`src/sv/gat_ram.sv`:
```
// ----------------------------------------------------------------------------
// gat_ram
// Simple dual-port RAM, one write and one registered read port.
// ----------------------------------------------------------------------------
module gat_ram #(
	parameter int WIDTH = 8,
	parameter int DEPTH = 16
) (
	input  logic                     clk,
	input  logic                     we,
	input  logic [$clog2(DEPTH)-1:0] waddr,
	input  logic [WIDTH-1:0]         wdata,
	input  logic                     re,
	input  logic [$clog2(DEPTH)-1:0] raddr,
	output logic [WIDTH-1:0]         rdata
);

	logic [WIDTH-1:0] mem_q [DEPTH];

	always_ff @(posedge clk) begin
		if (we) begin
			mem_q[waddr] <= wdata;
		end
		if (re) begin
			rdata <= mem_q[raddr];
		end
	end

endmodule

```
`config.mk`:
```
export PLATFORM = sky130hd
export DESIGN_NAME = gat_ram
export DESIGN_NICKNAME = d
export VERILOG_FILES = /design/src/sv/gat_ram.sv
export SDC_FILE = /design/constraint.sdc
export NUM_CORES = 1
export LEC_CHECK = 0
export ABC_CLOCK_PERIOD_IN_PS = 3000
export BUFFER_PORTS_ARGS = -buffer_cell sky130_fd_sc_hd__buf_2
export CAP_MARGIN = 20
export CORE_UTILIZATION = 41
export CTS_BUF_LIST = sky130_fd_sc_hd__clkbuf_4 sky130_fd_sc_hd__clkbuf_8
export DETAILED_ROUTE_END_ITERATION = 10
export PLACE_DENSITY = 0.6
export SLEW_MARGIN = 10
export SYNTH_ARGS = -nofsm -noshare
export SYNTH_HDL_FRONTEND = slang
export SYNTH_SLANG_ARGS = --single-unit
```
`constraint.sdc`:
```
create_clock -name clk -period 3 [get_ports clk]
set_clock_uncertainty 0.2 [all_clocks]
set_input_delay 0.75 -clock clk [delete_from_list [all_inputs] [get_ports clk]]
set_output_delay 0.75 -clock clk [all_outputs]
set_load 0.1 [all_outputs]
```
==> results_dict.tcl <==
set metrics [dict create \
    initial_core_util 0.4281 \
    max_slew_margin 0.5232 \
    grt_pass1_wl_um 14280 \
    avgSynthCellArea_sq_um 22.83 \
    path_max_fanout 1 \
    insertion_delay_ns 0.42 \
    overflow 0 \
    numPortBuffers 26 \
    wl_per_cell_um 20.08 \
    drv_slew 0 \
    critPathBufInv 1 \
    post_cts_buffers 0 \
    antenna_found_initial 0 \
    hp-class "input port to flop" \
    fin_util 0.4966 \
    crit_family "buffers and inverters" \
    cap_viol_max_count 0 \
    reg2reg_depth 3 \
    cts_root_buffer "clkbuf_8" \
    path_cells "buf_2" \
    outcome "finished, final reports clean" \
    synth.largest_area_cell "edfxtp_1" \
    hpwl_um 6059 \
    final_common_cell "edfxtp_1" \
    internal_power_mw 3.126 \
    syn_nets 248 \
    syn_area_sq_mm 0.005228 \
    power.switching_mw 0.8429 \
    crit_path_end_kind "primary output" \
    ios 27 \
    n_antenna_cell 0 \
    die_width_um 114.9 \
    synth.top_cell.area_share 0.7812 \
    slowest_delay_ns 0.44 \
    powerDensity_mw_per_mm2 654.4 \
    startpoint_type "flop" \
    crit_path_top_delay_cell "buf_2" \
    grt_max_degree 33 \
    layout_common_cells "edfxtp_1 (136), buf_2 (26), mux4_2 (18)" \
    syn_to_final_growth_pct 16.01 \
    swShare 0.2124 \
    cts_resized 0 \
    fin_setup_tns_ns 0 \
    drt_iter0_drc 160 \
    grt_setup_unrepaired "false" \
    fin_crit_ns 2.197 \
    vias 2393 \
    hold_viol 0 \
    ys.warnings.count 0 \
    via_per_inst 5.168 \
    synth-seq-cells 136 \
    hold_start "re" \
    cts_sinks 136 \
    clockBufferDepth 2 \
    cp-startpoint "rdata[6]" \
    antenna_left 0 \
    arrival_ns 1.25 \
    required_ns 2.05 \
    drive_above_1_share 0.3119 \
    synth_cell_types 18 \
    cts_tree "yes" \
    die_area_sq_mm 0.01321 \
    holdBufCountCts 0 \
    fp-row-count 40 \
    seqPwrFrac 0.541 \
    power_mw 3.968 \
    syn_inst 229 \
    clkTransAtPathRegs_ns 0.08 \
    reg2reg_from "mem_q[4][1]" \
    grt.total_usage 0.1589 \
    core_area_sq_mm 0.01221 \
    cts_buffers 17 \
    hold_depth 1 \
    tightest_slew_ns 0.7138 \
    setup_viol_count_final 0 \
    p_clk_frac 0.393 \
    fmax_mhz 455.1 \
    cts-htree-levels 4 \
    fillers 1021 \
    vdd_ir_drop_max_uv 221.5 \
    hold_slack_ns 0.4806 \
    die_h_um 114.9 \
    p_comb_frac 0.065 \
    drc 0 \
    crit_type "flop to primary output" \
    period_share 0.7324 \
    p_leak_nw 2.019 \
    yosysSeqAreaShare 0.7812 \
    worst-path-stages 1 \
    nets 301 \
    drt_first_pass_iters 5 \
    totalWireLength_um 9296 \
    grt_pass1_vias 2464 \
    yosys-top-cells-area "edfxtp_1 (78%), mux4_2 (7.8%), mux4_1 (7.0%), a22oi_1 (2.3%), nor2_1 (0.93%)" \
    finalWeightedCongestion 0.7654 \
]
-- kinds of logic after synthesis --
group	count (synthesis)	share of synthesized area
AOI/OAI and AO/OA	16	0.02298
buffers and inverters	10	0.01651
DFF	136	0.7812
and+or+nand+nor	35	0.03136
muxes	32	0.1479
-- power groups by stage --
stage               Combinational [mW]  Sequential (mW)  Clock, mW
floorplan                        0.108             2.26          0
global placement                 0.258             2.19          0
detailed placement               0.261             2.19          0
CTS                              0.262             2.15       1.60
global route                     0.276             2.15       1.68
finish                           0.258             2.15       1.56
-- sequential cells by signal, indices dropped and copies added, names as in the netlist --
signal,count
rdata,8
mem_q,128
-- routing by layer --
layer  global-route usage  vias up  share of wire
met1               0.2073     1238           0.44
met2               0.2530       58           0.50
met4              0.05714        0          0.012
met5                    0        -              0
li1                     -     1087              -
met3              0.04955       10          0.041
-- path summary, 6_finish.rpt --
path         slack (ns)        to
min reg2reg        0.55  rdata[1]
min                0.48  rdata[0]
max                0.80  rdata[6]
max reg2reg        1.28  rdata[1]
-- final cells by class --
class / count / area, sq um / area share
sequential: 136 / 4084 / 0.6734
timing repair buffer: 44 / 290.3 / 0.04786
clock buffer: 18 / 241.5 / 0.03982
clock inverter: 14 / 181.4 / 0.02992
tap: 168 / 210.2 / 0.03466
multi-input combinational: 83 / 1057 / 0.1743
-- cells in the mapped netlist --
cell type	count
clkdlybuf4s25_2	3
or3b_2	1
buf_2	3
a22oi_1	16
nand2b_1	2
nand3b_1	2
and2b_1	1
edfxtp_1	136
buf_4	1
nor2_1	13
nor2b_1	1
nand2_1	9
nor3_1	4
buf_6	3
mux4_1	14
mux4_2	18
nand3_1	1
and2_1	1
-- through the flow --
step | instance area (sq um) | instances | setup slack (ns)
2_1_floorplan | 5228 | 229 | 0.5571
3_3_place_gp | 5642 | 431 | 0.4219
3_5_place_dp | 5642 | 431 | 0.4252
4_1_cts | 6065 | 463 | 0.7635
5_1_grt | 6065 | 463 | 0.7460
6_report | 6065 | 463 | 0.8028
Power figures use the tool's default switching activity.
